$ cat config.mk
export PLATFORM = sky130hd
export DESIGN_NAME = bsa_ctrl
export DESIGN_NICKNAME = d
export VERILOG_FILES = /design/src/hdl/bsa_pkg.sv /design/src/hdl/bsa_ctrl.sv
export SDC_FILE = /design/constraint.sdc
export NUM_CORES = 1
export LEC_CHECK = 0
export BUFFER_PORTS_ARGS = -buffer_cell sky130_fd_sc_hd__buf_2
export CAP_MARGIN = 20
export CORE_AREA = 2 2 198 200
export CTS_BUF_LIST = sky130_fd_sc_hd__clkbuf_8
export CTS_CLUSTER_DIAMETER = 80
export CTS_CLUSTER_SIZE = 25
export DETAILED_ROUTE_END_ITERATION = 10
export DIE_AREA = 0 0 200 202
export PLACE_DENSITY_LB_ADDON = 0.25
export SYNTH_ARGS = -nofsm -noshare
export SYNTH_HDL_FRONTEND = slang
export SYNTH_SLANG_ARGS = --single-unit
$ cat constraint.sdc
create_clock -name clk -period 7.73 [get_ports clk]
set_input_delay 0.773 -clock clk [delete_from_list [all_inputs] [get_ports clk]]
set_output_delay 0.773 -clock clk [all_outputs]
set_load 0.005 [all_outputs]
$ cat src/hdl/bsa_pkg.sv
// ----------------------------------------------------------------------------
// bsa_pkg
// Shared constants, codes and types of the LSB-first bit stream access core.
// ----------------------------------------------------------------------------
package bsa_pkg;

    localparam int STORE_BYTES     = 4096;
    localparam int MAX_ACCESS_BITS = 64;

    localparam int STORE_BITS = STORE_BYTES * 8;
    localparam int WORD_BITS  = 64;
    localparam int OFF_W      = $clog2(WORD_BITS);
    localparam int WORDS      = STORE_BITS / WORD_BITS;
    localparam int WIDX_W     = $clog2(WORDS);
    localparam int BANK_DEPTH = WORDS / 2;
    localparam int BANK_AW    = WIDX_W - 1;

    localparam int POS_W   = 16;
    localparam int COUNT_W = 7;
    localparam int MODE_W  = 3;
    localparam int STAT_W  = 2;

    typedef enum logic [MODE_W-1:0] {
        MODE_READ      = 3'd0,
        MODE_WRITE     = 3'd1,
        MODE_SEEK_ABS  = 3'd2,
        MODE_SEEK_FWD  = 3'd3,
        MODE_SEEK_BACK = 3'd4
    } mode_t;

    typedef enum logic [STAT_W-1:0] {
        STAT_OK      = 2'd0,
        STAT_AT_END  = 2'd1,
        STAT_SHORT   = 2'd2,
        STAT_CLAMPED = 2'd3
    } status_t;

    // access held between the read issue and the merge/write-back cycle
    typedef struct packed {
        logic                 is_write;
        logic                 low_odd;
        logic [OFF_W-1:0]     offset;
        logic [COUNT_W-1:0]   bits;
        logic [WORD_BITS-1:0] wdata;
    } acc_ctx_t;

    typedef struct packed {
        logic [WORD_BITS-1:0] rdata;
        logic [WORD_BITS-1:0] even_wdata;
        logic [WORD_BITS-1:0] odd_wdata;
        logic                 even_touch;
        logic                 odd_touch;
    } merge_res_t;

endpackage

$ cat src/hdl/bsa_ctrl.sv
// ----------------------------------------------------------------------------
// bsa_ctrl
// Cursor, length register, item decode, sequencing and result register.
// ----------------------------------------------------------------------------
module bsa_ctrl
    import bsa_pkg::*;
(
    input  logic                 clk,
    input  logic                 rst_n,

    input  logic                 cfg_write_en,
    input  logic [POS_W-1:0]     cfg_write_data,

    input  logic                 in_valid,
    output logic                 in_stall,
    input  logic [MODE_W-1:0]    mode,
    input  logic [COUNT_W-1:0]   bit_count,
    input  logic [WORD_BITS-1:0] write_data,
    input  logic [POS_W-1:0]     seek_amount,

    output logic                 out_valid,
    input  logic                 out_stall,
    output logic [WORD_BITS-1:0] read_data,
    output logic [STAT_W-1:0]    status,
    output logic [COUNT_W-1:0]   count_out,
    output logic [POS_W-1:0]     position_out,

    output logic                 ram_re,
    output logic [BANK_AW-1:0]   even_raddr,
    output logic [BANK_AW-1:0]   odd_raddr,
    output logic                 even_we,
    output logic                 odd_we,
    output logic [BANK_AW-1:0]   even_waddr,
    output logic [BANK_AW-1:0]   odd_waddr,
    output acc_ctx_t             ctx,
    input  merge_res_t           mres
);

    typedef enum logic [1:0] {
        S_IDLE  = 2'b01,
        S_MERGE = 2'b10
    } state_t;

    state_t               state_reg, state_next;
    logic [POS_W-1:0]     len_reg;
    logic [POS_W-1:0]     cursor_reg, cursor_next;
    acc_ctx_t             ctx_reg;
    logic [BANK_AW-1:0]   even_addr_reg;
    logic [BANK_AW-1:0]   odd_addr_reg;

    logic                 out_valid_reg, out_valid_next;
    logic [WORD_BITS-1:0] rdata_reg;
    logic [STAT_W-1:0]    status_reg;
    logic [COUNT_W-1:0]   count_reg;
    logic [POS_W-1:0]     pos_reg;

    logic                 accept;
    logic                 out_free;
    logic                 merge_fire;
    logic [POS_W-1:0]     len_eff;
    logic [COUNT_W-1:0]   bits_sat;
    logic [POS_W-1:0]     left;
    logic [POS_W-1:0]     rem;
    logic [WIDX_W-1:0]    widx;
    logic [WIDX_W-1:0]    widx_inc;
    logic                 go_merge;
    status_t              stat_new;
    logic [COUNT_W-1:0]   count_new;

    assign out_free   = !out_valid_reg || !out_stall;
    assign in_stall   = (state_reg != S_IDLE) || !out_free;
    assign accept     = in_valid && !in_stall;
    assign merge_fire = (state_reg == S_MERGE) && out_free;

    always_comb
    begin
        if (32'(len_reg) > STORE_BITS)
        begin
            len_eff = POS_W'(STORE_BITS);
        end
        else
        begin
            len_eff = len_reg;
        end

        if (32'(bit_count) > MAX_ACCESS_BITS)
        begin
            bits_sat = COUNT_W'(MAX_ACCESS_BITS);
        end
        else
        begin
            bits_sat = bit_count;
        end

        left     = len_eff - cursor_reg;
        rem      = (cursor_reg < len_eff) ? left : '0;
        widx     = cursor_reg[OFF_W +: WIDX_W];
        widx_inc = widx + WIDX_W'(1);

        go_merge    = 1'b0;
        stat_new    = STAT_OK;
        count_new   = '0;
        cursor_next = cursor_reg;

        unique case (mode)
            MODE_READ, MODE_WRITE:
            begin
                if (cursor_reg >= len_eff)
                begin
                    stat_new = STAT_AT_END;
                end
                else if (bits_sat != '0)
                begin
                    if (POS_W'(bits_sat) > left)
                    begin
                        stat_new  = STAT_SHORT;
                        count_new = bits_sat - left[COUNT_W-1:0];
                    end
                    else
                    begin
                        go_merge    = 1'b1;
                        count_new   = bits_sat;
                        cursor_next = cursor_reg + POS_W'(bits_sat);
                    end
                end
            end
            MODE_SEEK_ABS:
            begin
                if (seek_amount > len_eff)
                begin
                    cursor_next = len_eff;
                    stat_new    = STAT_CLAMPED;
                end
                else
                begin
                    cursor_next = seek_amount;
                end
            end
            MODE_SEEK_FWD:
            begin
                if (seek_amount > rem)
                begin
                    cursor_next = len_eff;
                    stat_new    = STAT_CLAMPED;
                end
                else
                begin
                    cursor_next = cursor_reg + seek_amount;
                end
            end
            MODE_SEEK_BACK:
            begin
                if (seek_amount > cursor_reg)
                begin
                    cursor_next = '0;
                    stat_new    = STAT_CLAMPED;
                end
                else
                begin
                    cursor_next = cursor_reg - seek_amount;
                end
            end
            default:
            begin
                cursor_next = cursor_reg;
            end
        endcase
    end

    // word w sits in bank w[0]; w+1 sits in the other bank
    assign ram_re     = accept && go_merge;
    assign even_raddr = widx_inc[WIDX_W-1:1];
    assign odd_raddr  = widx[WIDX_W-1:1];

    always_comb
    begin
        state_next = state_reg;
        unique case (state_reg)
            S_IDLE:
            begin
                if (accept && go_merge)
                begin
                    state_next = S_MERGE;
                end
            end
            S_MERGE:
            begin
                if (out_free)
                begin
                    state_next = S_IDLE;
                end
            end
            default:
            begin
                state_next = S_IDLE;
            end
        endcase

        if ((accept && !go_merge) || merge_fire)
        begin
            out_valid_next = 1'b1;
        end
        else if (!out_stall)
        begin
            out_valid_next = 1'b0;
        end
        else
        begin
            out_valid_next = out_valid_reg;
        end
    end

    always_ff @(posedge clk or negedge rst_n)
    begin
        if (!rst_n)
        begin
            state_reg     <= S_IDLE;
            len_reg       <= '0;
            cursor_reg    <= '0;
            out_valid_reg <= 1'b0;
        end
        else
        begin
            state_reg     <= state_next;
            out_valid_reg <= out_valid_next;
            if (cfg_write_en)
            begin
                len_reg <= cfg_write_data;
            end
            if (accept)
            begin
                cursor_reg <= cursor_next;
            end
        end
    end

    always_ff @(posedge clk)
    begin
        if (accept)
        begin
            ctx_reg.is_write <= (mode == MODE_WRITE);
            ctx_reg.low_odd  <= widx[0];
            ctx_reg.offset   <= cursor_reg[OFF_W-1:0];
            ctx_reg.bits     <= bits_sat;
            ctx_reg.wdata    <= write_data;
            even_addr_reg    <= even_raddr;
            odd_addr_reg     <= odd_raddr;
        end

        if (accept && !go_merge)
        begin
            rdata_reg  <= '0;
            status_reg <= stat_new;
            count_reg  <= count_new;
            pos_reg    <= cursor_next;
        end
        else if (merge_fire)
        begin
            rdata_reg  <= ctx_reg.is_write ? '0 : mres.rdata;
            status_reg <= STAT_OK;
            count_reg  <= ctx_reg.bits;
            pos_reg    <= cursor_reg;
        end
    end

    assign ctx        = ctx_reg;
    assign even_we    = merge_fire && ctx_reg.is_write && mres.even_touch;
    assign odd_we     = merge_fire && ctx_reg.is_write && mres.odd_touch;
    assign even_waddr = even_addr_reg;
    assign odd_waddr  = odd_addr_reg;

    assign out_valid    = out_valid_reg;
    assign read_data    = rdata_reg;
    assign status       = status_reg;
    assign count_out    = count_reg;
    assign position_out = pos_reg;

endmodule

==> flow_summary_export.csv, run 1 <==
group,metric,value,unit
final_layout,drive_gt1_frac,0.283,
synthesis,synthArstFlopShare,0.160,
timing,period_minus_slack,6.79,ns
cts,cts_buffer_depth,3,
synthesis,syn_area_per_cell,9.76,sq um
cts,post-cts-setup-buffers,0,
synthesis,synthCells,1297,
final_layout,largest_reg_flops,79,
floorplan,die_x,200,um
synthesis,ys_seq_area_frac,0.455,
outcome,status,"completed",
floorplan,start_util,0.331,
final_layout,syn_to_final_growth,22.2,%
floorplan,ios,510,
final_layout,nFillCells,3888,
hold_path,min_path_type,"in2async",
grt,antenna_found_initial,29,
detailed_routing,vias,11551,
critical_path,regToRegSetupSlack,0.94,ns
flow_run,cap_violations,0,
pwr,power.switching,2.15,mW
timing,hold_violations,0,
cts,insertion_delay,0.61,ns
pwr,p_int,2.65,mW
critical_path,cp_max_fo,16,
detailed_routing,ant_nets,0,
synthesis,syn_nets,1700,
cts,cts_buffers,19,
grt,grt_overflow,0,
grt,grt_max_degree,115,
synthesis,ys_ff_latch,219,
placement,dpl.cell_count,2136,
detailed_routing,drcViolationCount,0,
pwr,powerDensity,310,nW/um^2
pwr,switching_share,0.448,
critical_path,reg2reg_from,"len_reg[15]",
grt,grt_pass1_vias,10926,
detailed_routing,viasPerCell,5.29,
synthesis,ys_types,80,
placement,dp_hpwl,39400,um
grt,grt_usage,0.235,
critical_path,r2r_cells,22,
timing,finalSetupTns,0,ns
timing,slew_headroom,0.192,
pwr,leakage,6.84,nW
timing,final_max_slew_viol_count,0,
floorplan,die_h,202,um
cts,cts_tree,"yes",
cts,cts_root_buffer,"clkbuf_8",
critical_path,arrival,7.17,ns
placement,gp_congestion,0.966,
final_layout,design_area,15500,sq um
detailed_routing,wl_per_cell,22.7,um
placement,numPortBuffers,381,
floorplan,core-area,38300,sq um
critical_path,crit_type,"reg2reg",
cts,hold_buffers,0,
critical_path,cp-end-kind,"flip-flop",
timing,tightest_slew,1.21,ns
pwr,max-vdd-ir-drop,0.170,mV
pwr,pwr-share-seq,0.335,
final_layout,final_cells,2183,
synthesis,syn-cell-area,12700,sq um
grt,grt_pass1_wl,69700,um
timing,setup_viol,0,
pwr,pwr-share-clk,0.161,
cts,path_clk_slew,0.12,ns
synthesis,synth_ff_type,"edfxtp_1",
placement,placed_area,15000,sq um
timing,rsz0062_at_grt,"no",
critical_path,start_kind,"flip-flop",
floorplan,dieArea,40400,sq um
cts,ctsHtreeMaxLevel,1,
critical_path,critPathRequiredTime,8.11,ns
detailed_routing,drt-total-wl,49600,um
timing,clock_skew,0.0764,ns
timing,max_freq,0.147,GHz
timing,fin_crit_sh,0.879,
cts,clkSinkCount,219,
synthesis,synth_edf_count,120,
detailed_routing,initialDrtViolationCount,876,
cts,cts_resized,0,
pwr,combPwrFrac,0.504,
final_layout,fin_nets,2042,
critical_path,worstReg2RegEnd,"position_out[7]",
synthesis,yosysWarnings,0,
detailed_routing,drt_first_pass_iters,7,
floorplan,num_rows,72,
-- how the worst max path moves through the flow --
stage	from	end	depth (start not counted)
2_1_floorplan	len_reg[15]	position_out[0]	24
3_3_place_gp	len_reg[15]	position_out[7]	22
3_5_place_dp	len_reg[15]	position_out[7]	21
4_1_cts	len_reg[15]	position_out[7]	21
5_1_grt	len_reg[15]	position_out[11]	21
6_report	len_reg[15]	position_out[7]	22
-- cell usage after synthesis, types with 6 or more instances --
cell | number | area share
a21oi_1 | 135 | 0.053
nor2_1 | 133 | 0.039
edfxtp_1 | 120 | 0.28
ha_1 | 93 | 0.092
inv_1 | 78 | 0.023
nand2_1 | 70 | 0.021
nor3b_1 | 65 | 0.039
dfxtp_1 | 64 | 0.10
o21ai_0 | 58 | 0.023
clkbuf_1 | 51 | 0.015
dfrtp_1 | 34 | 0.067
nand3_1 | 27 | 0.011
nor3_1 | 24 | 0.0095
xnor2_1 | 22 | 0.015
nand2b_1 | 20 | 0.0099
nor2b_1 | 20 | 0.0099
a211oi_1 | 19 | 0.011
mux2_2 | 19 | 0.017
a221oi_1 | 15 | 0.010
o21a_1 | 12 | 0.0071
xor2_1 | 12 | 0.0083
a21o_1 | 11 | 0.0065
o211ai_1 | 11 | 0.0065
buf_4 | 10 | 0.0059
and3_1 | 9 | 0.0044
buf_2 | 9 | 0.0036
nand4_1 | 9 | 0.0044
a211o_1 | 8 | 0.0055
o221ai_1 | 7 | 0.0048
a31oi_1 | 6 | 0.0030
and2_1 | 6 | 0.0030
and4_1 | 6 | 0.0041
o32a_1 | 6 | 0.0047
or2_2 | 6 | 0.0030
or3_1 | 6 | 0.0030
-- layout by cell type (no fill, tap or decap), types with 20 or more instances in the layout --
master	instances
buf_2	381
a21oi_1	135
nor2_1	132
edfxtp_1	120
ha_1	93
inv_1	79
nand2_1	70
nor3b_1	65
dfxtp_1	64
o21ai_0	58
dfrtp_1	34
nand3_1	27
nor3_1	23
xnor2_1	22
nor2b_1	20
-- metrics by stage --
step	hold WS (ns)	power [mW]	util	worst slack, ns
after detailed placement	0.475	4.02	0.392	1.11
after CTS	0.308	4.80	0.403	1.07
after global routing	0.332	5.13	0.404	0.549
after global placement	0.461	4.00	0.392	1.19
final	0.307	4.80	0.404	0.937
after floorplan	0.473	3.18	-	2.36
-- metal layers --
layer | vias up | part of all wire | GRT usage
met4 | 6 | 0.047 | 0.120
li1 | 5440 | - | -
met3 | 103 | 0.078 | 0.0484
met2 | 461 | 0.50 | 0.410
met5 | - | 0.00099 | 0
met1 | 5541 | 0.38 | 0.270
-- power groups by stage --
stage	Combinational [mW]	Clock [mW]	Sequential (mW)
after global routing	2.66	0.838	1.63
after global placement	2.37	0	1.63
after detailed placement	2.39	0	1.64
after CTS	2.40	0.792	1.61
after floorplan	1.59	0	1.59
final	2.42	0.771	1.61
-- critical path: stages, from the launching register on --
cell and delay (ns):
dfrtp_1 0.55, inv_1 0.29, nand2_1 0.22, ha_1 0.18, inv_1 0.06, fa_1 0.41, and4b_1 0.25, or4_4 0.52
a22o_1 0.21, o211ai_1 0.37, a21oi_1 0.14, buf_4 0.24, nand2_1 0.08, ha_1 0.24, a211oi_1 0.19, o21ai_0 0.12
a22o_1 0.22, o31a_1 0.32, nor2_1 0.94, a221oi_1 0.19, o2111ai_1 0.38, o21ai_0 0.13, a21oi_1 0.33
-- cell type report --
cell class | count | area, sq um | share of cell area
clock inverters | 14 | 171 | 0.0111
diodes | 14 | 35.0 | 0.00226
well taps | 518 | 648 | 0.0419
flip-flops and latches | 219 | 5760 | 0.372
inverters | 79 | 299 | 0.0193
multi-input cells | 923 | 6280 | 0.405
repair buffers | 397 | 2030 | 0.131
clock buffers | 19 | 262 | 0.0169
-- cell families (layout without fill, tap and decap cells) --
kind of cell | count (synthesis) | in the layout | synth area share
adders and majority gates | 99 | 99 | 0.101
and+or+nand+nor | 419 | 419 | 0.173
AOI/OAI and AO/OA | 350 | 350 | 0.179
xor gates and xnor gates | 34 | 34 | 0.0235
buffers and inverters | 155 | 509 | 0.0510
DFF | 219 | 219 | 0.455
other | 0 | 14 | 0
muxes | 21 | 21 | 0.0185
(Power assumes the default switching activity.)
==> inputs of run 2 (changes only) <==
==> constraint.sdc (replaced) <==
create_clock -name clk -period 7.5 [get_ports clk]
set_input_delay 0.75 -clock clk [delete_from_list [all_inputs] [get_ports clk]]
set_output_delay 0.75 -clock clk [all_outputs]
set_load 0.005 [all_outputs]
==> run 2 against run 1 <==
Against the previous run:
- total power rose by 1.9%
- clock-buffer cell count fell by 2
- register-to-register slack improved by 0.10 ns
- sequential share of layout area barely moved
- worst setup slack improved by 0.10 ns
- die area did not move
- flip-flop and latch count did not move
- highest routed layer unchanged
==> flow_summary_export.csv, run 2 (synthesized netlist as in run 1, its figures left out) <==
group,metric,value,unit
outcome,status,"completed",
final_layout,fin_nets,2048,
final_layout,nFillCells,3916,
critical_path,start_kind,"flip-flop",
grt,grt_pass1_vias,10979,
flow_run,cap_violations,0,
timing,setup_viol,0,
placement,gp_congestion,0.928,
placement,placed_area,15100,sq um
floorplan,core-area,38300,sq um
timing,clock_skew,0.0365,ns
final_layout,drive_gt1_frac,0.286,
final_layout,final_cells,2191,
final_layout,final_cell_mix,"buf_2, a21oi_1, nor2_1",
cts,post-cts-setup-buffers,0,
critical_path,cp_max_fo,16,
cts,cts_buffers,17,
placement,dpl.cell_count,2144,
detailed_routing,drt-total-wl,49100,um
detailed_routing,ant_nets,0,
grt,met3_usage,0.0472,
grt,met2_usage,0.412,
cts,hold_buffers,0,
cts,path_clk_slew,0.14,ns
floorplan,die_h,202,um
grt,grt_usage,0.235,
grt,grt_pass1_wl,69900,um
final_layout,final_common_cell,"buf_2",
pwr,leakage,6.85,nW
detailed_routing,viasPerCell,5.22,
floorplan,start_util,0.331,
cts,cts_root_buffer,"clkbuf_8",
hold_path,min_path_type,"in2async",
detailed_routing,drcViolationCount,0,
grt,grt_overflow,0,
floorplan,die_x,200,um
placement,numPortBuffers,381,
cts,cts_buffer_depth,3,
timing,period_minus_slack,6.46,ns
timing,slew_headroom,0.275,
timing,finalSetupTns,0,ns
cts,ctsHtreeMaxLevel,1,
timing,max_freq,0.155,GHz
detailed_routing,wl_per_cell,22.4,um
placement,dp_hpwl,39600,um
critical_path,critPathRequiredTime,7.79,ns
detailed_routing,initialDrtViolationCount,672,
cts,insertion_delay,0.57,ns
timing,hold_violations,0,
cts,cts_tree,"yes",
critical_path,crit_type,"reg2reg",
grt,grt_max_degree,115,
timing,tightest_slew,1.09,ns
final_layout,syn_to_final_growth,22.4,%
cts,cts_resized,0,
timing,fin_crit_sh,0.862,
final_layout,design_area,15500,sq um
floorplan,dieArea,40400,sq um
critical_path,arrival,6.76,ns
timing,final_max_slew_viol_count,0,
grt,top_usage_layer,"met2",
floorplan,ios,510,
pwr,powerDensity,316,nW/um^2
critical_path,cp-end-kind,"flip-flop",
final_layout,largest_reg_flops,79,
floorplan,num_rows,72,
detailed_routing,drt_first_pass_iters,5,
timing,rsz0062_at_grt,"no",
cts,clkSinkCount,219,
detailed_routing,vias,11440,
grt,use_met1,0.271,
pwr,max-vdd-ir-drop,0.145,mV
grt,antenna_found_initial,29,
## run 2: cell count changes in the layout (fill, tap and decap cells not counted), moves of 2 or more
cell,delta
buf_4,+8
diode_2,+4
inv_8,-4
inv_6,+2
inv_12,-3
clkbuf_8,-2
## run 2: path summary, 6_finish.rpt
check / start / endpoint / slack, ns / depth (start not counted)
min reg2reg: read_data[42] / read_data[42] / 0.50 / 2
max in group asynchronous: rst_n / cursor_reg[4] / 6.55 / 1
max: len_reg[15] / position_out[12] / 1.04 / 24
max reg2reg: len_reg[15] / position_out[12] / 1.04 / 24
min: rst_n / cursor_reg[8] / 0.33 / 1
min in group clk: write_data[27] / ctx[27] / 0.34 / 1
## run 2: per-layer routing
metal  part of all wire  vias to the layer above  wire length, um
met5             0.0011                        -               54
met4              0.044                        6             2160
met1               0.38                     5466            18700
met3              0.075                       87             3670
met2               0.50                      437            24500
li1                   -                     5444                -
## run 2: report_power, final
part	switching [mW]	total (mW)	internal, mW
logic	1.55	2.53	0.975
registers	0.137	1.63	1.49
clock network	0.458	0.736	0.278
## run 2: worst max-delay path, cell delays in order, from the launching register on
cell	delay (ns)
dfrtp_1	0.54
inv_1	0.28
nand2_1	0.21
ha_1	0.18
inv_1	0.06
fa_1	0.41
and4b_1	0.25
or4_4	0.52
a22o_1	0.21
o211ai_1	0.38
a21oi_1	0.14
buf_4	0.24
nand2_1	0.08
ha_1	0.23
a211oi_1	0.24
o21ai_0	0.15
a22o_1	0.24
o31a_1	0.33
mux2i_1	0.16
nor2_1	0.10
buf_4	0.18
a221oi_1	0.48
nand2_1	0.14
nor3_1	0.33
a21oi_1	0.11
## run 2: area by class of cell
class                      instances  area [sq um]  area share
tap                              518           648      0.0418
antenna                           18          45.0     0.00291
clock inverter                    12           145     0.00937
clock buffer                      17           234      0.0151
timing repair buffer             405          2090       0.135
inverter                          79           299      0.0193
sequential                       219          5760       0.372
multi-input combinational        923          6280       0.405
## run 2: stage by stage
stage | hold slack [ns] | util | setup WS (ns) | total power [mW]
5_1_grt | 0.305 | 0.404 | 0.696 | 5.24
4_1_cts | 0.305 | 0.404 | 1.13 | 4.92
2_1_floorplan | 0.454 | - | 2.13 | 3.28
3_5_place_dp | 0.471 | 0.394 | 1.17 | 4.17
3_3_place_gp | 0.461 | 0.394 | 1.20 | 4.13
6_report | 0.332 | 0.405 | 1.04 | 4.89
==> inputs of run 3 (changes only) <==
--- a/config.mk
+++ b/config.mk
@@ -5,14 +5,15 @@
 export SDC_FILE = /design/constraint.sdc
 export NUM_CORES = 1
 export LEC_CHECK = 0
+export ABC_AREA = 1
 export BUFFER_PORTS_ARGS = -buffer_cell sky130_fd_sc_hd__buf_2
 export CAP_MARGIN = 20
-export CORE_AREA = 2 2 198 200
+export CORE_AREA = 2 2 199 201
 export CTS_BUF_LIST = sky130_fd_sc_hd__clkbuf_8
 export CTS_CLUSTER_DIAMETER = 80
 export CTS_CLUSTER_SIZE = 25
 export DETAILED_ROUTE_END_ITERATION = 10
-export DIE_AREA = 0 0 200 202
+export DIE_AREA = 0 0 201 203
 export PLACE_DENSITY_LB_ADDON = 0.25
 export SYNTH_ARGS = -nofsm -noshare
 export SYNTH_HDL_FRONTEND = slang
==> run 3 against run 2 <==
Against the previous run:
- clock power shrank 1%
- die area grew 1.0%
- worst setup slack lost 0.078 ns
- register-to-register slack lost 0.08 ns
- fmax shrank 1.2%
- highest routed layer unchanged
==> flow_summary_export.csv, run 3 <==
group,metric,value,unit
outcome,status,"completed",
floorplan,start_util,0.333,
synthesis,synth_area_leaders,"edfxtp_1, dfxtp_1, nand2_1",
synthesis,synthTopCellsByCount,"nand2_1, inv_1, nand3_1, a21oi_1, edfxtp_1",
critical_path,critical-path-top-delay-family,"simple AND/OR/NAND/NOR gates",
cts,insertion_delay,0.60,ns
critical_path,crit_slowest_cell,"dfrtp_1",
synthesis,ys_ff_latch,219,
detailed_routing,drcViolationCount,0,
critical_path,cp_max_fo,18,
timing,rsz0062_at_grt,"no",
final_layout,nFillCells,3965,
critical_path,cp-end-kind,"flip-flop",
detailed_routing,viasPerCell,4.97,
flow_run,cap_violations,0,
synthesis,yosysWarnings,0,
placement,gp_congestion,0.915,
placement,placed_area,15100,sq um
critical_path,crit_path_max_incr_delay,0.52,ns
final_layout,multi_input_area,6050,sq um
final_layout,drive_gt1_frac,0.247,
grt,grt_pass1_vias,11393,
hold_path,min_path_type,"in2async",
final_layout,design_area,15600,sq um
synthesis,synth_top_area_frac,0.282,
final_layout,largest_reg_flops,79,
synthesis,ys_seq_area_frac,0.450,
grt,grt_max_degree,82,
cts,path_clk_slew,0.13,ns
timing,fin_crit_sh,0.872,
timing,max_freq,0.153,GHz
cts,cts_resized,0,
synthesis,syn_nets,1933,
detailed_routing,vias,12061,
placement,dp_hpwl,38600,um
floorplan,core-area,38500,sq um
critical_path,start_kind,"flip-flop",
critical_path,reg2reg_from,"len_reg[15]",
cts,cts_tree,"yes",
floorplan,ios,510,
cts,cts_buffers,18,
timing,final_max_slew_viol_count,0,
detailed_routing,ant_nets,0,
critical_path,path_common_cell,"nand2_1",
pwr,powerDensity,275,nW/um^2
synthesis,synth_ff_type,"edfxtp_1",
synthesis,synth_top_area_cell,"edfxtp_1",
critical_path,regToRegSetupSlack,0.96,ns
detailed_routing,drt-total-wl,47900,um
critical_path,worst-path-buf-inv,8,
critical_path,arrival,6.90,ns
timing,hold_violations,0,
detailed_routing,drt_first_pass_iters,5,
cts,clkSinkCount,219,
timing,clock_skew,0.0521,ns
synthesis,synthArstFlopShare,0.160,
critical_path,critPathRequiredTime,7.86,ns
timing,period_minus_slack,6.54,ns
floorplan,dieArea,40800,sq um
synthesis,syn_area_per_cell,8.36,sq um
synthesis,synth_edf_count,120,
cts,cts_root_buffer,"clkbuf_8",
timing,holdWs,0.309,ns
final_layout,final-seq-area,5760,sq um
synthesis,ys_types,51,
pwr,max-vdd-ir-drop,0.150,mV
final_layout,fin_nets,2284,
cts,post-cts-setup-buffers,0,
critical_path,crit_type,"reg2reg",
pwr,leakage,7.33,nW
timing,setup_viol,0,
synthesis,syn-cell-area,12800,sq um
timing,tightest_slew,0.935,ns
cts,ctsHtreeMaxLevel,1,
placement,numPortBuffers,381,
grt,antenna_found_initial,24,
final_layout,final_cell_mix,"buf_2, nand2_1, inv_1",
synthesis,synthCells,1530,
detailed_routing,wl_per_cell,19.7,um
final_layout,syn_to_final_growth,21.7,%
timing,slew_headroom,0.372,
grt,grt_pass1_wl,69400,um
floorplan,die_x,201,um
grt,grt_overflow,0,
pwr,p_total,4.28,mW
grt,grt_usage,0.225,
floorplan,die_h,203,um
floorplan,num_rows,72,
cts,cts_buffer_depth,3,
final_layout,final_common_cell,"buf_2",
critical_path,critPathLaunch,"len_reg[15]",
timing,finalSetupTns,0,ns
detailed_routing,initialDrtViolationCount,930,
cts,hold_buffers,0,
synthesis,post-synth-top-count-cell,"nand2_1",
run 3: kinds of logic (layout without fill, tap and decap cells):
kind of cell / after synthesis / count (layout) / share of synthesized area
xor gates and xnor gates: 39 / 39 / 0.0267
and+or+nand+nor: 669 / 669 / 0.234
other: 0 / 15 / 0
DFF: 219 / 219 / 0.450
muxes: 1 / 1 / 0.000880
adders and majority gates: 98 / 98 / 0.0988
buffers and inverters: 243 / 606 / 0.0766
AOI/OAI and AO/OA: 261 / 261 / 0.113
run 3: per-stage QoR:
step           cells  worst slack, ns  utilization
6_report        2426            0.959        0.405
5_1_grt         2423            0.333        0.404
4_1_cts         2410             1.06        0.403
3_5_place_dp    2378             1.04        0.393
3_3_place_gp    2378             1.06        0.393
2_1_floorplan   1530             2.47            -
run 3: layout make-up:
type,instances,share of cell area
inverter,186,0.0453
multi-input combinational,1068,0.389
clock inverter,13,0.00788
timing repair buffer,388,0.127
antenna,15,0.00241
clock buffer,19,0.0168
sequential,219,0.370
tap,518,0.0416
run 3: worst reg2reg max path, delay by kind of cell, from the launching register on:
kind	cells	cell delay, ns
AOI/OAI and AO/OA	5	0.65
adders and majority gates	2	0.62
buffers and inverters	8	1.19
DFF	1	0.52
and+or+nand+nor	22	3.37
run 3: final timing paths:
path,end,cells past startpoint
worst max register to register,position_out[0],37
max in group asynchronous,cursor_reg[2],1
worst min-delay path,cursor_reg[13],1
worst min register to register,read_data[58],2
worst max-delay path,position_out[0],37
min in group clk,ctx[57],1
run 3: metal layers:
layer  up-vias  track usage  share of wire
met2       449        0.384           0.49
met3        95       0.0456          0.062
met4         4        0.124          0.051
li1       5868            -              -
met5         -            0        0.00050
met1      5645        0.267           0.40
run 3: where the power goes:
part,internal (mW),switching [mW]
registers,1.45,0.133
clock network,0.264,0.461
logic,0.689,1.29
total,2.40,1.88
